File: src/hw/rtl/psru_pkg.sv
package psru_pkg;

  // Default sizes
  localparam int GRID_POINTS_DEF = 256;
  localparam int FRAC_BITS_DEF   = 24;

  localparam int DATA_W      = 32;
  localparam int WIDE_W      = 48;
  localparam int IDX_W       = 8;
  localparam int REG_IDX_W   = 8;
  localparam int IN_TDATA_W  = 96;
  localparam int OUT_TDATA_W = 104;
  localparam int QUEUE_DEPTH = 4;
  localparam int QUEUE_AW    = 2;
  localparam int SCR_AW      = 5;
  localparam int SCR_DEPTH   = 32;
  localparam int STEP_W      = 6;

  // Register indexes
  localparam logic [REG_IDX_W-1:0] REG_DIFF      = 8'd0;
  localparam logic [REG_IDX_W-1:0] REG_BETA      = 8'd1;
  localparam logic [REG_IDX_W-1:0] REG_GAMMA     = 8'd2;
  localparam logic [REG_IDX_W-1:0] REG_MU_SLOPE  = 8'd3;
  localparam logic [REG_IDX_W-1:0] REG_MU_OFFSET = 8'd4;
  localparam logic [REG_IDX_W-1:0] REG_XI        = 8'd5;

  typedef logic signed [DATA_W-1:0] word_t;
  typedef logic signed [WIDE_W-1:0] wide_t;

  typedef struct packed {
    word_t rho;
    word_t p;
    word_t q;
  } point_t;

  // One rate evaluation: left, center and right neighbor
  typedef struct packed {
    logic [IDX_W-1:0] idx;
    point_t           b;
    point_t           c;
    point_t           a;
    logic             last;
  } job_t;

  typedef struct packed {
    word_t diff;
    word_t beta;
    word_t gamma;
    word_t mu_slope;
    word_t mu_offset;
    word_t xi;
  } coef_t;

  typedef struct packed {
    logic [IDX_W-1:0] idx;
    word_t            dr;
    word_t            pr;
    word_t            qr;
    logic             sat;
    logic             last;
  } res_t;

  typedef struct packed {
    logic  done;
    logic  sat;
    wide_t res;
  } mul_rsp_t;

  typedef struct packed {
    logic  sat;
    wide_t val;
  } wsat_t;

  typedef struct packed {
    logic  sat;
    word_t val;
  } nsat_t;

  typedef enum logic [2:0] {
    BK_IDLE, BK_FETCH, BK_EXEC, BK_MULW, BK_EMIT
  } bk_state_t;

  typedef enum logic [1:0] {
    MS_IDLE, MS_PROD, MS_ROUND
  } mul_state_t;

  typedef enum logic [2:0] {
    OP_MUL, OP_ADD, OP_SUB, OP_LAPA, OP_LAPB, OP_OUTD, OP_OUTP, OP_OUTQ
  } op_t;

  // Operand sources: fixed sources below 32, scratch entries from 32 up
  localparam logic [5:0] SRC_B_RHO  = 6'd0;
  localparam logic [5:0] SRC_B_P    = 6'd1;
  localparam logic [5:0] SRC_B_Q    = 6'd2;
  localparam logic [5:0] SRC_C_RHO  = 6'd3;
  localparam logic [5:0] SRC_C_P    = 6'd4;
  localparam logic [5:0] SRC_C_Q    = 6'd5;
  localparam logic [5:0] SRC_A_RHO  = 6'd6;
  localparam logic [5:0] SRC_A_P    = 6'd7;
  localparam logic [5:0] SRC_A_Q    = 6'd8;
  localparam logic [5:0] SRC_DIFF   = 6'd9;
  localparam logic [5:0] SRC_BETA   = 6'd10;
  localparam logic [5:0] SRC_GAMMA  = 6'd11;
  localparam logic [5:0] SRC_MUS    = 6'd12;
  localparam logic [5:0] SRC_MUO    = 6'd13;
  localparam logic [5:0] SRC_XI     = 6'd14;
  localparam logic [5:0] SRC_HALF   = 6'd15;
  localparam logic [5:0] SRC_QUART  = 6'd16;
  localparam logic [5:0] SRC_EIGHTH = 6'd17;

  typedef struct packed {
    op_t         op;
    logic [4:0]  dst;
    logic [5:0]  sx;
    logic [5:0]  sy;
    logic        fin;
  } uop_t;

  function automatic logic [5:0] sc(input logic [4:0] a);
    return {1'b1, a};
  endfunction

  function automatic uop_t mk(input op_t op, input logic [4:0] dst,
                              input logic [5:0] sx, input logic [5:0] sy,
                              input logic fin);
    uop_t u;
    u.op  = op;
    u.dst = dst;
    u.sx  = sx;
    u.sy  = sy;
    u.fin = fin;
    return u;
  endfunction

  // Rate program, one entry per step of the shared datapath
  function automatic uop_t uop_rom(input logic [STEP_W-1:0] s);
    uop_t u;
    unique case (s)
      6'd0:  u = mk(OP_MUL,  5'd0,  SRC_B_P,  SRC_B_P,    1'b0);
      6'd1:  u = mk(OP_MUL,  5'd1,  SRC_B_Q,  SRC_B_Q,    1'b0);
      6'd2:  u = mk(OP_SUB,  5'd2,  sc(5'd0), sc(5'd1),   1'b0);
      6'd3:  u = mk(OP_MUL,  5'd3,  SRC_C_P,  SRC_C_P,    1'b0);
      6'd4:  u = mk(OP_MUL,  5'd4,  SRC_C_Q,  SRC_C_Q,    1'b0);
      6'd5:  u = mk(OP_SUB,  5'd5,  sc(5'd3), sc(5'd4),   1'b0);
      6'd6:  u = mk(OP_ADD,  5'd6,  sc(5'd3), sc(5'd4),   1'b0);
      6'd7:  u = mk(OP_MUL,  5'd0,  SRC_A_P,  SRC_A_P,    1'b0);
      6'd8:  u = mk(OP_MUL,  5'd1,  SRC_A_Q,  SRC_A_Q,    1'b0);
      6'd9:  u = mk(OP_SUB,  5'd7,  sc(5'd0), sc(5'd1),   1'b0);
      6'd10: u = mk(OP_MUL,  5'd8,  SRC_B_P,  SRC_B_Q,    1'b0);
      6'd11: u = mk(OP_MUL,  5'd9,  SRC_C_P,  SRC_C_Q,    1'b0);
      6'd12: u = mk(OP_MUL,  5'd10, SRC_A_P,  SRC_A_Q,    1'b0);
      6'd13: u = mk(OP_MUL,  5'd0,  SRC_MUS,  SRC_C_RHO,  1'b0);
      6'd14: u = mk(OP_ADD,  5'd11, sc(5'd0), SRC_MUO,    1'b0);
      6'd15: u = mk(OP_MUL,  5'd12, SRC_GAMMA, SRC_C_Q,   1'b0);
      6'd16: u = mk(OP_MUL,  5'd13, SRC_XI,   sc(5'd6),   1'b0);
      6'd17: u = mk(OP_LAPA, 5'd0,  SRC_B_P,  SRC_A_P,    1'b0);
      6'd18: u = mk(OP_LAPB, 5'd14, SRC_C_P,  SRC_C_P,    1'b0);
      6'd19: u = mk(OP_MUL,  5'd0,  SRC_DIFF, sc(5'd14),  1'b0);
      6'd20: u = mk(OP_MUL,  5'd15, sc(5'd0), SRC_HALF,   1'b0);
      6'd21: u = mk(OP_OUTD, 5'd0,  sc(5'd15), sc(5'd15), 1'b0);
      6'd22: u = mk(OP_LAPA, 5'd0,  SRC_B_RHO, SRC_A_RHO, 1'b0);
      6'd23: u = mk(OP_LAPB, 5'd0,  SRC_C_RHO, SRC_C_RHO, 1'b0);
      6'd24: u = mk(OP_MUL,  5'd1,  SRC_DIFF, sc(5'd0),   1'b0);
      6'd25: u = mk(OP_MUL,  5'd16, sc(5'd1), SRC_QUART,  1'b0);
      6'd26: u = mk(OP_LAPA, 5'd0,  sc(5'd2), sc(5'd7),   1'b0);
      6'd27: u = mk(OP_LAPB, 5'd0,  sc(5'd5), sc(5'd5),   1'b0);
      6'd28: u = mk(OP_MUL,  5'd1,  SRC_BETA, sc(5'd0),   1'b0);
      6'd29: u = mk(OP_MUL,  5'd0,  sc(5'd1), SRC_QUART,  1'b0);
      6'd30: u = mk(OP_ADD,  5'd16, sc(5'd16), sc(5'd0),  1'b0);
      6'd31: u = mk(OP_LAPA, 5'd0,  SRC_B_Q,  SRC_A_Q,    1'b0);
      6'd32: u = mk(OP_LAPB, 5'd0,  SRC_C_Q,  SRC_C_Q,    1'b0);
      6'd33: u = mk(OP_MUL,  5'd1,  sc(5'd12), sc(5'd0),  1'b0);
      6'd34: u = mk(OP_MUL,  5'd0,  sc(5'd1), SRC_EIGHTH, 1'b0);
      6'd35: u = mk(OP_ADD,  5'd16, sc(5'd16), sc(5'd0),  1'b0);
      6'd36: u = mk(OP_MUL,  5'd0,  sc(5'd11), SRC_C_P,   1'b0);
      6'd37: u = mk(OP_ADD,  5'd16, sc(5'd16), sc(5'd0),  1'b0);
      6'd38: u = mk(OP_MUL,  5'd0,  sc(5'd13), SRC_C_P,   1'b0);
      6'd39: u = mk(OP_SUB,  5'd16, sc(5'd16), sc(5'd0),  1'b0);
      6'd40: u = mk(OP_OUTP, 5'd0,  sc(5'd16), sc(5'd16), 1'b0);
      6'd41: u = mk(OP_LAPA, 5'd0,  sc(5'd8), sc(5'd10),  1'b0);
      6'd42: u = mk(OP_LAPB, 5'd0,  sc(5'd9), sc(5'd9),   1'b0);
      6'd43: u = mk(OP_MUL,  5'd1,  SRC_BETA, sc(5'd0),   1'b0);
      6'd44: u = mk(OP_MUL,  5'd17, sc(5'd1), SRC_HALF,   1'b0);
      6'd45: u = mk(OP_MUL,  5'd0,  sc(5'd12), sc(5'd14), 1'b0);
      6'd46: u = mk(OP_MUL,  5'd1,  sc(5'd0), SRC_EIGHTH, 1'b0);
      6'd47: u = mk(OP_SUB,  5'd17, sc(5'd17), sc(5'd1),  1'b0);
      6'd48: u = mk(OP_MUL,  5'd0,  sc(5'd11), SRC_C_Q,   1'b0);
      6'd49: u = mk(OP_ADD,  5'd17, sc(5'd17), sc(5'd0),  1'b0);
      6'd50: u = mk(OP_MUL,  5'd0,  sc(5'd13), SRC_C_Q,   1'b0);
      6'd51: u = mk(OP_SUB,  5'd17, sc(5'd17), sc(5'd0),  1'b0);
      default: u = mk(OP_OUTQ, 5'd0, sc(5'd17), sc(5'd17), 1'b1);
    endcase
    return u;
  endfunction

  // Saturate a widened sum to the 48-bit working range
  function automatic wsat_t clamp_wide(input logic signed [51:0] v);
    wsat_t r;
    if (v > 52'sh0_7FFF_FFFF_FFFF) begin
      r.sat = 1'b1;
      r.val = 48'sh7FFF_FFFF_FFFF;
    end else if (v < 52'shF_8000_0000_0000) begin
      r.sat = 1'b1;
      r.val = 48'sh8000_0000_0000;
    end else begin
      r.sat = 1'b0;
      r.val = v[WIDE_W-1:0];
    end
    return r;
  endfunction

  // Saturate a working value to a 32-bit rate
  function automatic nsat_t clamp_out(input wide_t v);
    nsat_t r;
    if (v > 48'sh0000_7FFF_FFFF) begin
      r.sat = 1'b1;
      r.val = 32'sh7FFF_FFFF;
    end else if (v < 48'shFFFF_8000_0000) begin
      r.sat = 1'b1;
      r.val = 32'sh8000_0000;
    end else begin
      r.sat = 1'b0;
      r.val = v[DATA_W-1:0];
    end
    return r;
  endfunction

endpackage

File: src/hw/rtl/psru_queue.sv
module psru_queue (
  input  logic                        clk,
  input  logic                        rst_n,
  input  logic                        push,
  input  psru_pkg::job_t              push_data,
  output logic                        full,
  input  logic                        pop,
  output psru_pkg::job_t              pop_data,
  output logic                        empty,
  output logic [psru_pkg::QUEUE_AW:0] count
);

  psru_pkg::job_t                mem_r [psru_pkg::QUEUE_DEPTH];
  logic [psru_pkg::QUEUE_AW-1:0] wr_ptr_r;
  logic [psru_pkg::QUEUE_AW-1:0] rd_ptr_r;
  logic [psru_pkg::QUEUE_AW:0]   cnt_r;

  assign full     = (cnt_r == (psru_pkg::QUEUE_AW+1)'(psru_pkg::QUEUE_DEPTH));
  assign empty    = (cnt_r == '0);
  assign pop_data = mem_r[rd_ptr_r];
  assign count    = cnt_r;

  // Storage
  always_ff @(posedge clk) begin
    if (push && !full) begin
      mem_r[wr_ptr_r] <= push_data;
    end
  end

  // Pointers and fill level
  always_ff @(posedge clk) begin
    if (!rst_n) begin
      wr_ptr_r <= '0;
      rd_ptr_r <= '0;
      cnt_r    <= '0;
    end else begin
      if (push && !full) wr_ptr_r <= wr_ptr_r + 1'b1;
      if (pop && !empty) rd_ptr_r <= rd_ptr_r + 1'b1;
      if ((push && !full) && !(pop && !empty)) begin
        cnt_r <= cnt_r + 1'b1;
      end else if (!(push && !full) && (pop && !empty)) begin
        cnt_r <= cnt_r - 1'b1;
      end
    end
  end

endmodule

File: config.mk
export PLATFORM = sky130hd
export DESIGN_NAME = psru_queue
export DESIGN_NICKNAME = d
export VERILOG_FILES = /design/src/hw/rtl/psru_pkg.sv /design/src/hw/rtl/psru_queue.sv
export SDC_FILE = /design/constraint.sdc
export NUM_CORES = 1
export LEC_CHECK = 0
export BUFFER_PORTS_ARGS = -buffer_cell sky130_fd_sc_hd__buf_2
export CAP_MARGIN = 40
export CORE_MARGIN = 2
export CORE_UTILIZATION = 30
export DETAILED_ROUTE_END_ITERATION = 6
export PLACE_DENSITY = 0.48
export SLEW_MARGIN = 40
export SYNTH_ARGS = -nofsm -noshare
export SYNTH_HDL_FRONTEND = slang
export SYNTH_SLANG_ARGS = --single-unit
File: constraint.sdc
create_clock -name clk -period 12.26 [get_ports clk]
set_input_delay 1.839 -clock clk [delete_from_list [all_inputs] [get_ports clk]]
set_output_delay 1.839 -clock clk [all_outputs]
set_load 0.02 [all_outputs]
* Word-level counts from Yosys, hierarchy flattened
Memories as Yosys holds them, arrays and structs flattened. A register that Yosys moved wholly into a read port is not among the register bits.
Index checks and enable logic that the tools add are counted.
** Operators by class
- $add $sub $neg :: 4
- Multiply operators :: 0
- Div/mod/pow operators :: 0
- $lt $le $gt $ge :: 0
- Equal/unequal tests :: 1
- Shifts and indexed selects :: 0
- Muxes and demuxes :: 6
- Bitwise operators :: 0
- Reduce and logical (&&, ||, !) cells :: 10
** Operators by type and width (number)
- 3-bit two-way mux :: 2
- 2-bit by 1-bit adder with 2-bit output (second input constant) :: 2
- 1-bit logical AND :: 4
- 1-bit logical NOT :: 4
- 2-bit two-way mux :: 2
- 3-bit by 1-bit adder with 3-bit output (second input constant) :: 1
- 3-bit == test (second input constant) :: 1
- 3-bit logical NOT :: 1
- 3-bit by 1-bit subtractor with 3-bit output (second input constant) :: 1
- 1-bit two-way mux :: 2
- 2-bit nonzero test :: 1
** Storage, ports and cells
- Flip-flop bits (word level) :: 7
- Latch bits :: 0
- Bits in writable memories :: 1188
- Memory bits (read-only) :: 0
- Bits of input ports :: 301
- Output and inout bits :: 302
- Memories kept :: 1
** Memories
- mem_r :: words 4, width 297, rd ports 1, clocked after Yosys merged registers in 1, wr ports 1, RTL line psru_queue.sv:13 : psru_pkg::job_t mem_r [psru_pkg::QUEUE_DEPTH];

* Longest topological paths before layout
- Depth after elaboration :: 7
- Depth in mapped cells :: 9
- Gate-level depth less buffers :: 8

* Least setup slack after synthesis
OpenSTA, ideal clock, no wires.
- Path kind :: input to register
- Start point :: input push
- End point :: memory mem_r[0][0] (netlist bit) (enable)
- Library setup time :: 0.696 ns
- Arrival time :: 8.960 ns
- Required time :: 11.564 ns
- Path slack :: 2.604 ns
- Stages on the path :: 3
- Buffers on the path :: 1
- Path through :: nor2b_1 > clkbuf_1 > and2_1
** On the way
- Longest elaborated chain between the ends :: 3
** Ends and longest elaborated chain
- from (decl) :: RTL line psru_queue.sv:4 : input logic push,
- 1-bit logical AND :: RTL line psru_queue.sv:25 : if (push && !full) begin
- 1-bit two-way mux :: RTL line psru_queue.sv:25
- 1-bit two-way mux (not written as such) :: RTL line psru_queue.sv:26 : mem_r[wr_ptr_r] <= push_data;
- to (decl) :: RTL line psru_queue.sv:13
No other way between the ends.

==> impl_metrics.toml <==
[status]
outcome = "complete, no violations"

[placed_design]
place_ws_ns = 7.05
dp.cells = 4069
place_area_sq_um = 48800
place_congestion = 0.728
dp_hpwl_microns = 61300
numPortBuffers = 602

[logic_synthesis]
ys_ff_latch = 1197
synth_cells = 1599
yosysSeqAreaShare = 0.828
syn_area_per_cell_sq_um = 27.1
synth.distinct_cells = 22
synthesis.nets = 1906
ys.warnings.count = 0
netlist_area_sq_um = 43300

[timing]
hold_viol_final = 0
rsz0062_at_grt = "false"
worst_pin_slew_ns = 0.781
drv_slew = 0
max_slew_margin = 0.479
post-route-period-util = 0.461
holdWs_ns = 0.500
setup_viol = 0
finClkSkew_ns = 0.0223
postLayoutSetupSlackWorst_ns = 6.61
tns_ns = 0
max_freq_ghz = 0.177
final.min_clock_period_ns = 5.65

[clock_tree]
cts_num_sinks = 1197
cts_tree = "yes"
h-tree-depth = 4
cts_inserted_buffers = 133
clk_latency_ns = 0.73
clk_pin_slew_ns = 0.06
cts_root_buffer = "clkbuf_16"
postCtsHoldBufs = 0
clockBufferDepth = 3
post_cts_buffers = 0
postCtsResizedCells = 0

[power]
power.leakage_nw = 17.3
p_per_area_nw_per_um2 = 222
peakVddDrop_uv = 144
p_clk_frac = 0.321
internal-power_mw = 8.36
p_comb_frac = 0.249
switchingPower_mw = 3.44
pwr-share-seq = 0.430
switching_share = 0.291
power.total_mw = 11.8

[grt]
antenna_found_initial = 33
overflow = 0
grt_start_max_net_pins = 118
grt_pass1_wl_microns = 142000
track_usage = 0.131
grt_pass1_vias = 21000

[finish]
layout_common_cells = "1188 x edfxtp_1, 602 x buf_2, 297 x mux4_2"
design_area_sq_um = 53000
nNetsFinal = 2610
drive_gt1_frac = 0.462
syn2layout_area_growth_pct = 22.4
stdcell_count = 4314
final_util = 0.370
layout_commonest_cell = "edfxtp_1"

[job]
drv_cap = 0

[worst_setup_path]
crit_chain = "buf_12, buf_12, buf_12, buf_16, mux4_2, buf_2"
cp_top_family = "buffers and inverters"
crit_buf_inv = 5
endpoint_kind = "primary output"
crit_fanout = 58
crit_top_cell = "buf_12"
path_class = "flip-flop to primary output"
startpoint_type = "flip-flop"
cp.arrival_ns = 3.82
max_stage_delay_ns = 0.60
cp_slowest_cell = "mux4_2"
worstPathRequired_ns = 10.42

[floorplanning]
rows = 139
fp.dieH_microns = 384
ios = 603
core_area_sq_um = 143000
fp.dieW_microns = 384
die-area_sq_um = 147000
start_util = 0.302

[routing]
ant_nets = 0
drt_iter0_drc = 1100
dr.pass1.iters = 5
remaining_drc_errors = 0
wl_microns = 97300
dr_total_vias = 19500
wl_per_cell_microns = 22.6
vias_per_cell = 4.51

[min_path]
hold_path_class = "flip-flop to flip-flop"
## per-layer routing
layer  up-vias  track usage  share of wire
met3       203       0.0459          0.073
met5         -            0         0.0026
met1     10300        0.157           0.40
met2       544        0.218           0.50
li1       8416            -              -
met4        40       0.0428          0.025
## registers in the layout (all words and copies together), names as in the netlist, named ones only
signal and count:
mem_r 1188, count 3, rd_ptr_r 2, wr_ptr_r 2
## worst paths after layout
path	cells past startpoint	slack, ns	endpoint	start
worst max register to register	7	8.50	mem_r[0][77]$_DFFE_PP_	count[0]$_SDFFE_PN0P_
worst max-delay path	6	6.61	pop_data[64]	flip-flop
worst min-delay path	2	0.50	wr_ptr_r[1]$_SDFFE_PN0P_	wr_ptr_r[1]$_SDFFE_PN0P_
worst min register to register	2	0.50	wr_ptr_r[1]$_SDFFE_PN0P_	wr_ptr_r[1]$_SDFFE_PN0P_
## tightest hold or removal path: cells and delay by family, from the launching register on
family	cells	cell delay, ns
and+or+nand+nor	1	0.06
muxes	1	0.05
DFF	1	0.34
## area by class of cell
| cell class | count | area, sq um |
|---|---|---|
| inverters | 3 | 11.3 |
| multi-input cells | 331 | 6970 |
| flip-flops and latches | 1197 | 35900 |
| clock inverters | 67 | 598 |
| repair buffers | 637 | 3660 |
| diodes | 2 | 5.00 |
| fillers | 13100 | 90400 |
| clock buffers | 174 | 3560 |
| well taps | 1903 | 2380 |
## cell families after synthesis
logic type               after synthesis  synth area share
adder cells (fa/ha/maj)                6           0.00191
AO/OA/AOI/OAI                          4          0.000664
XOR/XNOR                               4          0.000809
buffers and inverters                 71            0.0118
flip-flops                          1197             0.828
multiplexers                         300             0.155
AND/OR/NAND/NOR                       17           0.00222
## cell usage after synthesis
cell / count / area [sq um]
a21boi_0: 1 / 7.51
and2_1: 8 / 50.1
buf_2: 33 / 165
buf_6: 27 / 304
clkbuf_1: 8 / 30.0
dfxtp_1: 9 / 180
edfxtp_1: 1188 / 35700
fa_1: 1 / 20.0
ha_1: 5 / 62.6
inv_1: 3 / 11.3
mux2i_1: 3 / 30.0
mux4_2: 297 / 6690
nand2_1: 4 / 15.0
nor2b_1: 2 / 12.5
nor3_1: 1 / 5.00
nor3b_1: 1 / 7.51
o21ai_0: 1 / 5.00
o311ai_0: 1 / 8.76
o31ai_1: 1 / 7.51
or3_1: 1 / 6.26
xnor2_1: 3 / 26.3
xor2_1: 1 / 8.76
## power by group through the flow
stage	logic, mW	registers, mW	clock network, mW
after floorplan	2.00	5.25	0
after CTS	3.04	5.08	3.92
after detailed placement	3.03	5.16	0
after global placement	2.93	5.18	0
final	2.94	5.07	3.79
after global routing	3.15	5.10	4.07
No activity file was read; power rests on OpenSTA's default activity.
