<file path="config.mk">
export PLATFORM = sky130hd
export DESIGN_NAME = psru_front
export DESIGN_NICKNAME = d
export VERILOG_FILES = /design/src/hw/rtl/psru_pkg.sv /design/src/hw/rtl/psru_front.sv
export SDC_FILE = /design/constraint.sdc
export NUM_CORES = 2
export LEC_CHECK = 0
export BUFFER_PORTS_ARGS = -buffer_cell sky130_fd_sc_hd__clkbuf_2
export CORE_ASPECT_RATIO = 0.9
export CORE_MARGIN = 2
export CORE_UTILIZATION = 50
export CTS_CLUSTER_DIAMETER = 150
export DETAILED_ROUTE_END_ITERATION = 8
export PLACE_DENSITY = 0.71
export SLEW_MARGIN = 15
export SYNTH_ARGS = -nofsm -noshare
export SYNTH_HDL_FRONTEND = slang
export SYNTH_SLANG_ARGS = --single-unit
</file>
<file path="constraint.sdc">
create_clock -name clk -period 18.85 [get_ports clk]
set_clock_uncertainty 0.15 [all_clocks]
set_input_delay 3.77 -clock clk [delete_from_list [all_inputs] [get_ports clk]]
set_output_delay 3.77 -clock clk [all_outputs]
set_load 0.03 [all_outputs]
</file>
<file path="src/hw/rtl/psru_pkg.sv">
package psru_pkg;

  // Default sizes
  localparam int GRID_POINTS_DEF = 256;
  localparam int FRAC_BITS_DEF   = 24;

  localparam int DATA_W      = 32;
  localparam int WIDE_W      = 48;
  localparam int IDX_W       = 8;
  localparam int REG_IDX_W   = 8;
  localparam int IN_TDATA_W  = 96;
  localparam int OUT_TDATA_W = 104;
  localparam int QUEUE_DEPTH = 4;
  localparam int QUEUE_AW    = 2;
  localparam int SCR_AW      = 5;
  localparam int SCR_DEPTH   = 32;
  localparam int STEP_W      = 6;

  // Register indexes
  localparam logic [REG_IDX_W-1:0] REG_DIFF      = 8'd0;
  localparam logic [REG_IDX_W-1:0] REG_BETA      = 8'd1;
  localparam logic [REG_IDX_W-1:0] REG_GAMMA     = 8'd2;
  localparam logic [REG_IDX_W-1:0] REG_MU_SLOPE  = 8'd3;
  localparam logic [REG_IDX_W-1:0] REG_MU_OFFSET = 8'd4;
  localparam logic [REG_IDX_W-1:0] REG_XI        = 8'd5;

  typedef logic signed [DATA_W-1:0] word_t;
  typedef logic signed [WIDE_W-1:0] wide_t;

  typedef struct packed {
    word_t rho;
    word_t p;
    word_t q;
  } point_t;

  // One rate evaluation: left, center and right neighbor
  typedef struct packed {
    logic [IDX_W-1:0] idx;
    point_t           b;
    point_t           c;
    point_t           a;
    logic             last;
  } job_t;

  typedef struct packed {
    word_t diff;
    word_t beta;
    word_t gamma;
    word_t mu_slope;
    word_t mu_offset;
    word_t xi;
  } coef_t;

  typedef struct packed {
    logic [IDX_W-1:0] idx;
    word_t            dr;
    word_t            pr;
    word_t            qr;
    logic             sat;
    logic             last;
  } res_t;

  typedef struct packed {
    logic  done;
    logic  sat;
    wide_t res;
  } mul_rsp_t;

  typedef struct packed {
    logic  sat;
    wide_t val;
  } wsat_t;

  typedef struct packed {
    logic  sat;
    word_t val;
  } nsat_t;

  typedef enum logic [2:0] {
    BK_IDLE, BK_FETCH, BK_EXEC, BK_MULW, BK_EMIT
  } bk_state_t;

  typedef enum logic [1:0] {
    MS_IDLE, MS_PROD, MS_ROUND
  } mul_state_t;

  typedef enum logic [2:0] {
    OP_MUL, OP_ADD, OP_SUB, OP_LAPA, OP_LAPB, OP_OUTD, OP_OUTP, OP_OUTQ
  } op_t;

  // Operand sources: fixed sources below 32, scratch entries from 32 up
  localparam logic [5:0] SRC_B_RHO  = 6'd0;
  localparam logic [5:0] SRC_B_P    = 6'd1;
  localparam logic [5:0] SRC_B_Q    = 6'd2;
  localparam logic [5:0] SRC_C_RHO  = 6'd3;
  localparam logic [5:0] SRC_C_P    = 6'd4;
  localparam logic [5:0] SRC_C_Q    = 6'd5;
  localparam logic [5:0] SRC_A_RHO  = 6'd6;
  localparam logic [5:0] SRC_A_P    = 6'd7;
  localparam logic [5:0] SRC_A_Q    = 6'd8;
  localparam logic [5:0] SRC_DIFF   = 6'd9;
  localparam logic [5:0] SRC_BETA   = 6'd10;
  localparam logic [5:0] SRC_GAMMA  = 6'd11;
  localparam logic [5:0] SRC_MUS    = 6'd12;
  localparam logic [5:0] SRC_MUO    = 6'd13;
  localparam logic [5:0] SRC_XI     = 6'd14;
  localparam logic [5:0] SRC_HALF   = 6'd15;
  localparam logic [5:0] SRC_QUART  = 6'd16;
  localparam logic [5:0] SRC_EIGHTH = 6'd17;

  typedef struct packed {
    op_t         op;
    logic [4:0]  dst;
    logic [5:0]  sx;
    logic [5:0]  sy;
    logic        fin;
  } uop_t;

  function automatic logic [5:0] sc(input logic [4:0] a);
    return {1'b1, a};
  endfunction

  function automatic uop_t mk(input op_t op, input logic [4:0] dst,
                              input logic [5:0] sx, input logic [5:0] sy,
                              input logic fin);
    uop_t u;
    u.op  = op;
    u.dst = dst;
    u.sx  = sx;
    u.sy  = sy;
    u.fin = fin;
    return u;
  endfunction

  // Rate program, one entry per step of the shared datapath
  function automatic uop_t uop_rom(input logic [STEP_W-1:0] s);
    uop_t u;
    unique case (s)
      6'd0:  u = mk(OP_MUL,  5'd0,  SRC_B_P,  SRC_B_P,    1'b0);
      6'd1:  u = mk(OP_MUL,  5'd1,  SRC_B_Q,  SRC_B_Q,    1'b0);
      6'd2:  u = mk(OP_SUB,  5'd2,  sc(5'd0), sc(5'd1),   1'b0);
      6'd3:  u = mk(OP_MUL,  5'd3,  SRC_C_P,  SRC_C_P,    1'b0);
      6'd4:  u = mk(OP_MUL,  5'd4,  SRC_C_Q,  SRC_C_Q,    1'b0);
      6'd5:  u = mk(OP_SUB,  5'd5,  sc(5'd3), sc(5'd4),   1'b0);
      6'd6:  u = mk(OP_ADD,  5'd6,  sc(5'd3), sc(5'd4),   1'b0);
      6'd7:  u = mk(OP_MUL,  5'd0,  SRC_A_P,  SRC_A_P,    1'b0);
      6'd8:  u = mk(OP_MUL,  5'd1,  SRC_A_Q,  SRC_A_Q,    1'b0);
      6'd9:  u = mk(OP_SUB,  5'd7,  sc(5'd0), sc(5'd1),   1'b0);
      6'd10: u = mk(OP_MUL,  5'd8,  SRC_B_P,  SRC_B_Q,    1'b0);
      6'd11: u = mk(OP_MUL,  5'd9,  SRC_C_P,  SRC_C_Q,    1'b0);
      6'd12: u = mk(OP_MUL,  5'd10, SRC_A_P,  SRC_A_Q,    1'b0);
      6'd13: u = mk(OP_MUL,  5'd0,  SRC_MUS,  SRC_C_RHO,  1'b0);
      6'd14: u = mk(OP_ADD,  5'd11, sc(5'd0), SRC_MUO,    1'b0);
      6'd15: u = mk(OP_MUL,  5'd12, SRC_GAMMA, SRC_C_Q,   1'b0);
      6'd16: u = mk(OP_MUL,  5'd13, SRC_XI,   sc(5'd6),   1'b0);
      6'd17: u = mk(OP_LAPA, 5'd0,  SRC_B_P,  SRC_A_P,    1'b0);
      6'd18: u = mk(OP_LAPB, 5'd14, SRC_C_P,  SRC_C_P,    1'b0);
      6'd19: u = mk(OP_MUL,  5'd0,  SRC_DIFF, sc(5'd14),  1'b0);
      6'd20: u = mk(OP_MUL,  5'd15, sc(5'd0), SRC_HALF,   1'b0);
      6'd21: u = mk(OP_OUTD, 5'd0,  sc(5'd15), sc(5'd15), 1'b0);
      6'd22: u = mk(OP_LAPA, 5'd0,  SRC_B_RHO, SRC_A_RHO, 1'b0);
      6'd23: u = mk(OP_LAPB, 5'd0,  SRC_C_RHO, SRC_C_RHO, 1'b0);
      6'd24: u = mk(OP_MUL,  5'd1,  SRC_DIFF, sc(5'd0),   1'b0);
      6'd25: u = mk(OP_MUL,  5'd16, sc(5'd1), SRC_QUART,  1'b0);
      6'd26: u = mk(OP_LAPA, 5'd0,  sc(5'd2), sc(5'd7),   1'b0);
      6'd27: u = mk(OP_LAPB, 5'd0,  sc(5'd5), sc(5'd5),   1'b0);
      6'd28: u = mk(OP_MUL,  5'd1,  SRC_BETA, sc(5'd0),   1'b0);
      6'd29: u = mk(OP_MUL,  5'd0,  sc(5'd1), SRC_QUART,  1'b0);
      6'd30: u = mk(OP_ADD,  5'd16, sc(5'd16), sc(5'd0),  1'b0);
      6'd31: u = mk(OP_LAPA, 5'd0,  SRC_B_Q,  SRC_A_Q,    1'b0);
      6'd32: u = mk(OP_LAPB, 5'd0,  SRC_C_Q,  SRC_C_Q,    1'b0);
      6'd33: u = mk(OP_MUL,  5'd1,  sc(5'd12), sc(5'd0),  1'b0);
      6'd34: u = mk(OP_MUL,  5'd0,  sc(5'd1), SRC_EIGHTH, 1'b0);
      6'd35: u = mk(OP_ADD,  5'd16, sc(5'd16), sc(5'd0),  1'b0);
      6'd36: u = mk(OP_MUL,  5'd0,  sc(5'd11), SRC_C_P,   1'b0);
      6'd37: u = mk(OP_ADD,  5'd16, sc(5'd16), sc(5'd0),  1'b0);
      6'd38: u = mk(OP_MUL,  5'd0,  sc(5'd13), SRC_C_P,   1'b0);
      6'd39: u = mk(OP_SUB,  5'd16, sc(5'd16), sc(5'd0),  1'b0);
      6'd40: u = mk(OP_OUTP, 5'd0,  sc(5'd16), sc(5'd16), 1'b0);
      6'd41: u = mk(OP_LAPA, 5'd0,  sc(5'd8), sc(5'd10),  1'b0);
      6'd42: u = mk(OP_LAPB, 5'd0,  sc(5'd9), sc(5'd9),   1'b0);
      6'd43: u = mk(OP_MUL,  5'd1,  SRC_BETA, sc(5'd0),   1'b0);
      6'd44: u = mk(OP_MUL,  5'd17, sc(5'd1), SRC_HALF,   1'b0);
      6'd45: u = mk(OP_MUL,  5'd0,  sc(5'd12), sc(5'd14), 1'b0);
      6'd46: u = mk(OP_MUL,  5'd1,  sc(5'd0), SRC_EIGHTH, 1'b0);
      6'd47: u = mk(OP_SUB,  5'd17, sc(5'd17), sc(5'd1),  1'b0);
      6'd48: u = mk(OP_MUL,  5'd0,  sc(5'd11), SRC_C_Q,   1'b0);
      6'd49: u = mk(OP_ADD,  5'd17, sc(5'd17), sc(5'd0),  1'b0);
      6'd50: u = mk(OP_MUL,  5'd0,  sc(5'd13), SRC_C_Q,   1'b0);
      6'd51: u = mk(OP_SUB,  5'd17, sc(5'd17), sc(5'd0),  1'b0);
      default: u = mk(OP_OUTQ, 5'd0, sc(5'd17), sc(5'd17), 1'b1);
    endcase
    return u;
  endfunction

  // Saturate a widened sum to the 48-bit working range
  function automatic wsat_t clamp_wide(input logic signed [51:0] v);
    wsat_t r;
    if (v > 52'sh0_7FFF_FFFF_FFFF) begin
      r.sat = 1'b1;
      r.val = 48'sh7FFF_FFFF_FFFF;
    end else if (v < 52'shF_8000_0000_0000) begin
      r.sat = 1'b1;
      r.val = 48'sh8000_0000_0000;
    end else begin
      r.sat = 1'b0;
      r.val = v[WIDE_W-1:0];
    end
    return r;
  endfunction

  // Saturate a working value to a 32-bit rate
  function automatic nsat_t clamp_out(input wide_t v);
    nsat_t r;
    if (v > 48'sh0000_7FFF_FFFF) begin
      r.sat = 1'b1;
      r.val = 32'sh7FFF_FFFF;
    end else if (v < 48'shFFFF_8000_0000) begin
      r.sat = 1'b1;
      r.val = 32'sh8000_0000;
    end else begin
      r.sat = 1'b0;
      r.val = v[DATA_W-1:0];
    end
    return r;
  endfunction

endpackage

</file>
<file path="src/hw/rtl/psru_front.sv">
module psru_front #(
  parameter int GRID_POINTS = psru_pkg::GRID_POINTS_DEF
) (
  input  logic                            clk,
  input  logic                            rst_n,
  input  logic                            in_tvalid,
  output logic                            in_tready,
  input  logic [psru_pkg::IN_TDATA_W-1:0] in_tdata,
  input  logic                            in_tlast,
  output logic                            q_push,
  output psru_pkg::job_t                  q_job,
  input  logic                            q_full
);

  localparam int CNT_W = $clog2(GRID_POINTS);

  psru_pkg::point_t first0_r, first1_r, recent0_r, recent1_r;
  logic [CNT_W-1:0] cnt_r;
  psru_pkg::job_t   pend_r [3];
  logic [1:0]       n_r, pos_r;

  psru_pkg::point_t cur;
  psru_pkg::job_t   j0_nxt, j1_nxt, j2_nxt;
  logic [1:0]       n_nxt;
  logic [CNT_W-1:0] km1;
  logic             is_last, accept;

  function automatic psru_pkg::job_t mkjob(input logic [psru_pkg::IDX_W-1:0] idx,
                                           input psru_pkg::point_t b,
                                           input psru_pkg::point_t c,
                                           input psru_pkg::point_t a,
                                           input logic last);
    psru_pkg::job_t j;
    j.idx  = idx;
    j.b    = b;
    j.c    = c;
    j.a    = a;
    j.last = last;
    return j;
  endfunction

  assign in_tready = (pos_r == n_r);
  assign accept    = in_tvalid && in_tready;
  assign q_push    = (pos_r != n_r) && !q_full;
  assign q_job     = pend_r[pos_r];

  assign cur.rho = in_tdata[31:0];
  assign cur.p   = in_tdata[63:32];
  assign cur.q   = in_tdata[95:64];
  assign km1     = cnt_r - 1'b1;
  assign is_last = in_tlast || (cnt_r == CNT_W'(GRID_POINTS - 1));

  // Classify the point: which results it completes
  always_comb begin
    j0_nxt = mkjob('0, cur, cur, cur, 1'b1);
    j1_nxt = j0_nxt;
    j2_nxt = j0_nxt;
    n_nxt  = 2'd0;
    if (cnt_r == '0) begin
      if (is_last) n_nxt = 2'd1;
    end else if (cnt_r == CNT_W'(1)) begin
      if (is_last) begin
        j0_nxt = mkjob('0, cur, first0_r, cur, 1'b0);
        j1_nxt = mkjob(8'd1, first0_r, cur, first0_r, 1'b1);
        n_nxt  = 2'd2;
      end
    end else begin
      j0_nxt = mkjob(8'(km1), recent0_r, recent1_r, cur, 1'b0);
      n_nxt  = 2'd1;
      if (is_last) begin
        j1_nxt = mkjob(8'(cnt_r), recent1_r, cur, first0_r, 1'b0);
        j2_nxt = mkjob('0, cur, first0_r, first1_r, 1'b1);
        n_nxt  = 2'd3;
      end
    end
  end

  // Window state and pending result list
  always_ff @(posedge clk) begin
    if (!rst_n) begin
      first0_r  <= '0;
      first1_r  <= '0;
      recent0_r <= '0;
      recent1_r <= '0;
      cnt_r     <= '0;
      n_r       <= '0;
      pos_r     <= '0;
    end else if (accept) begin
      if (cnt_r == '0) first0_r <= cur;
      if (cnt_r == CNT_W'(1)) first1_r <= cur;
      recent0_r <= recent1_r;
      recent1_r <= cur;
      cnt_r     <= is_last ? '0 : cnt_r + 1'b1;
      pend_r[0] <= j0_nxt;
      pend_r[1] <= j1_nxt;
      pend_r[2] <= j2_nxt;
      n_r       <= n_nxt;
      pos_r     <= '0;
    end else if (q_push) begin
      pos_r <= pos_r + 1'b1;
    end
  end

endmodule

</file>
# [Word level (Yosys, flattened, before mapping)]
# Memory sizes are Yosys's and may differ from the RTL's. A register that Yosys moved wholly into a read port is not among the register bits.
# Cells that the tools add are included.
[totals] word_cells=53 inputBits=101 ramBits=891 out_inout_bits=299 mem_count=1 register_bits=396
[memory_table] memory="pend_r" depth=3 width=297 read_ports=1 rd_ports_with_merged_regs=1 wr=3 line="psru_front.sv:19" source="psru_pkg::job_t pend_r [3];"
[classes] n_mux=21 bitwise=1 n_reduce_logical=8 add_sub_neg=3 eq_ne=4
[op_table] cell="two-way mux 297 bit" count=5
[op_table] cell="two-way mux 193 bit" count=4
[op_table] cell="two-way mux 290 bit" count=1
[op_table] cell="two-way mux 2 bit" count=6
[op_table] cell="adder 8 x 1 -> 8 bit (second input constant)" count=1
[op_table] cell="== test 8 x 1 -> 1 bit (second input constant)" count=1
[op_table] cell="== test 8 bit (second input constant)" count=1
[op_table] cell="zero test 8 bit" count=1
[op_table] cell="two-way mux 8 bit" count=1
[op_table] cell="subtractor 8 x 1 -> 8 bit (second input constant)" count=1
[op_table] cell="two-way mux 1 bit" count=4
[op_table] cell="AND reduction 2 bit" count=2
[op_table] cell="adder 2 x 1 -> 2 bit (second input constant)" count=1
[op_table] cell="== test 2 bit" count=1
[op_table] cell="logical AND 1 bit" count=2
[op_table] cell="!= test 2 bit" count=1
[op_table] cell="OR reduction 2 bit" count=1
[op_table] cell="zero test 1 bit" count=1
[op_table] cell="logical OR 1 bit" count=1
[op_table] cell="inverter 1 bit" count=1

# [Depth between registers and ports, before layout]
[logic_depth] ltp_word=5 ltp_mapped=10 depth_no_buf=6

# [Worst setup path after synthesis]
# Ideal clock, no wire load.
[synth_path] path_kind="input to register" from="input in_tvalid" to="memory pend_r[0][0] (netlist name), enable pin" slack_ns=0.028 cell_stages=5 t_arrival_ns=17.638 setup_ns=1.034 required_ns=17.666 n_path_buf=2 cell_sequence="and3_1 buf_2 buf_2 nand2_1 inv_1"
[synth_rtl] element="start: declaration" line="psru_front.sv:6" source="input logic in_tvalid,"
[synth_rtl] element="end: declaration" line="psru_front.sv:19"

# [Worst setup path after layout]
[layout_path] from="input q_full" to="output q_push"
[layout_via] elab_chain_cells=2
[layout_rtl] element="start: declaration" line="psru_front.sv:12" source="input logic q_full"
[layout_rtl] element="zero test 1 bit" line="psru_front.sv:44" source="assign q_push = (pos_r != n_r) && !q_full;"
[layout_rtl] element="logical AND 1 bit" line="psru_front.sv:44"
[layout_rtl] element="end: declaration" line="psru_front.sv:10" source="output logic q_push,"
# Every way passes these cells.

==> results.txt <==
Seq cells post-synth: 1088
# IOs: 400
min-delay src: first1_r[39]$_SDFFE_PN0P_
GRT Overall Usage: 0.240
area of the mapped netlist: 49200 µm²
nets@finish: 4942
Tightest Pin Transition: 1.23 ns
Setup Crit Path Kind: input port to output pin
Detail Placement HPWL: 67700 µm
critical path capture point type: output pin
IO buf count: 399
top cell type's share of synthesized area: 0.422
largest buffer count on any clock path: 3
crit-path cells: clkbuf_2, a21oi_1, clkbuf_2
worst rel slew slack: 0.179
Setup Fix Bufs, Post-CTS: 0
count leader, synth: nand2_1
Mean Syn Cell Area: 10.6 µm²
DRC Markers: 0
Final Max Slew Viols: 0
layout cells sized above 1: 0.147
Power Density: 112 nW/µm²
First DRT Iteration DRCs: 2778
Vias/cell: 5.67
vias post-DR: 35260
Post-CTS Resized: 0
sequential fraction of the synthesis area: 0.584
leakage power: 19.1 nW
RSZ-0062 raised after global routing: no
dpl ws: 10.35 ns
Layout area overhead: 12.4%
Synth top cells by count: nand2_1, o21ai_0, edfxtp_1, mux2i_1, dfxtp_1
initial antenna violation count: 11
Routed WL: 124000 µm
CP max FO: 3
FFs w/ async S/R, synth: 0
hold depth: 2
sequential share of power: 0.465
Final Setup Violations: 0
Detail Route Antenna Nets: 0
Netlist cell types: 43
Clock Power Share: 0.358
final core occ: 0.565
WHS Endpoint: first1_r[39]$_SDFFE_PN0P_
clock buffer count from CTS: 111
routed len/inst: 20.0 µm
Area contributors post-synth: edfxtp_1, dfxtp_1, mux2i_1
root buf cell: clkbuf_16
max capacitance violation total: 0
DP Area: 51600 µm²
num rows: 109
HP Class: register to register
CTS hold repair buffers: 0
Internal: 4.37 mW
CP max stage delay: 0.32 ns
Crit-path slowest cell: clkbuf_2
Pwr Total: 6.17 mW
cell depth of the worst flop-to-flop path: 6
full die area: 101000 µm²
yosys warns: 0
vias in the first global route: 33132
worst vdd ir: 0.0807 mV
post-route cell area: 55300 µm²
fin crit share: 0.449
Starting Density: 0.503
drt first pass iters: 6
Synth Net Count: 4750
status: completed
Max Fclk: 0.118 GHz
Fin. Hold Viols: 0
setup TNS: 0 ns
Net Switching: 1.80 mW
Crit path top cell by count: clkbuf_2
setup ws final: 10.38 ns
Post-synth EDFFs: 690
Clk Latency, worst-skew pair: 0.69 ns
Primary FF master, synth: edfxtp_1
TritonCTS Sinks: 1088
first-pass GRT wire length: 189000 µm
Final Wtd Congestion: 0.802
min cycle time layout: 8.47 ns
CP Launch Type: input port
cell taking the most area after synthesis: edfxtp_1
Cells after Synth: 4646
area occupied by multi-input gates: 18100 µm²
Die Height: 301 µm
combinational power share: 0.176
core area: 97800 µm²
grt ovf: 0
reg2reg end: pend_r[0][281]$_DFFE_PP_
sw frac: 0.291
worst reg2reg startpoint: cnt_r[2]$_SDFFE_PN0P_
Data required, critical path: 14.93 ns
die width: 334 µm
CTS tree: done
H-tree Lvls: 3
Reg2Reg Setup Slack: 13.36 ns
register area: 28700 µm²
Arrival @ worst endpoint: 4.55 ns
Fillers: 8295
largest net degree at the start of global routing: 259
clk slew on worst S/H paths: 0.05 ns
-- flip-flops by register name (all words and copies together), names as in the netlist, named ones only --
name,flops
recent0_r,96
pend_r,690
cnt_r,8
n_r,2
first1_r,96
first0_r,96
recent1_r,96
pos_r,2
-- worst max-delay path by stage --
stage / endpoint / from / depth (start not counted) / slack [ns]
final: q_push / q_full / 3 / 10.38
after global routing: q_push / q_full / 3 / 10.32
after CTS: q_push / q_full / 3 / 10.35
after detailed placement: q_push / q_full / 3 / 10.35
after global placement: q_push / q_full / 3 / 10.35
after floorplan: pend_r[0][0]$_SDFFCE_PP1P_ / in_tvalid / 5 / 0.03
-- worst max-delay path: cells and delay by family --
kind	cells	cell delay, ns
buf+inv	2	0.49
compound gates	1	0.29
-- power by group through the flow --
stage / Sequential (mW) / Clock, mW / Combinational, mW
finish: 2.87 / 2.21 / 1.09
CTS: 2.87 / 2.25 / 1.09
detailed placement: 2.92 / 0 / 1.09
global placement: 2.91 / 0 / 1.07
floorplan: 2.98 / 0 / 0.761
global route: 2.89 / 2.34 / 1.17
-- through the flow --
step,cells,hold slack (ns)
6_report,6215,0.308
5_1_grt,6214,0.324
4_1_cts,6212,0.311
3_5_place_dp,6001,0.303
3_3_place_gp,6001,0.297
2_1_floorplan,4646,0.288
-- layout make-up --
type / instances / share of cell area
Antenna cell: 3 / 0.000136
Tap cell: 1276 / 0.0289
Clock buffer: 170 / 0.0586
Timing Repair Buffer: 442 / 0.0431
Sequential cell: 1088 / 0.519
Multi-Input combinational cell: 2999 / 0.328
Clock inverter: 41 / 0.00829
Inverter: 196 / 0.0134
-- cells by family after synthesis --
logic type	count (synthesis)	synth area share
compound gates	1263	0.141
xor+xnor	14	0.00249
fa+ha+maj	3	0.000764
buf+inv	559	0.0486
flops	1088	0.584
mux	681	0.141
simple gates	1038	0.0819
-- cells in the final DEF, fill, tap and decap left out, drive strengths merged, types with 6 or more instances in the layout --
master,instances
dfxtp,398
nand3,6
inv,202
buf,44
nor2,22
o22ai,96
clkbuf,568
nand4,6
a21boi,193
nand2,972
edfxtp,690
o21ai,870
mux2,96
bufinv,7
xnor2,9
clkinv,26
mux2i,585
nor2b,8
a21oi,98
-- layer usage --
metal	global-route usage	up-vias	part of all wire
met5	0	-	0.00073
met4	0.0782	14	0.026
met3	0.0443	230	0.077
met2	0.399	1222	0.47
met1	0.319	16976	0.42
li1	-	16818	-
(Power assumes the default switching activity.)
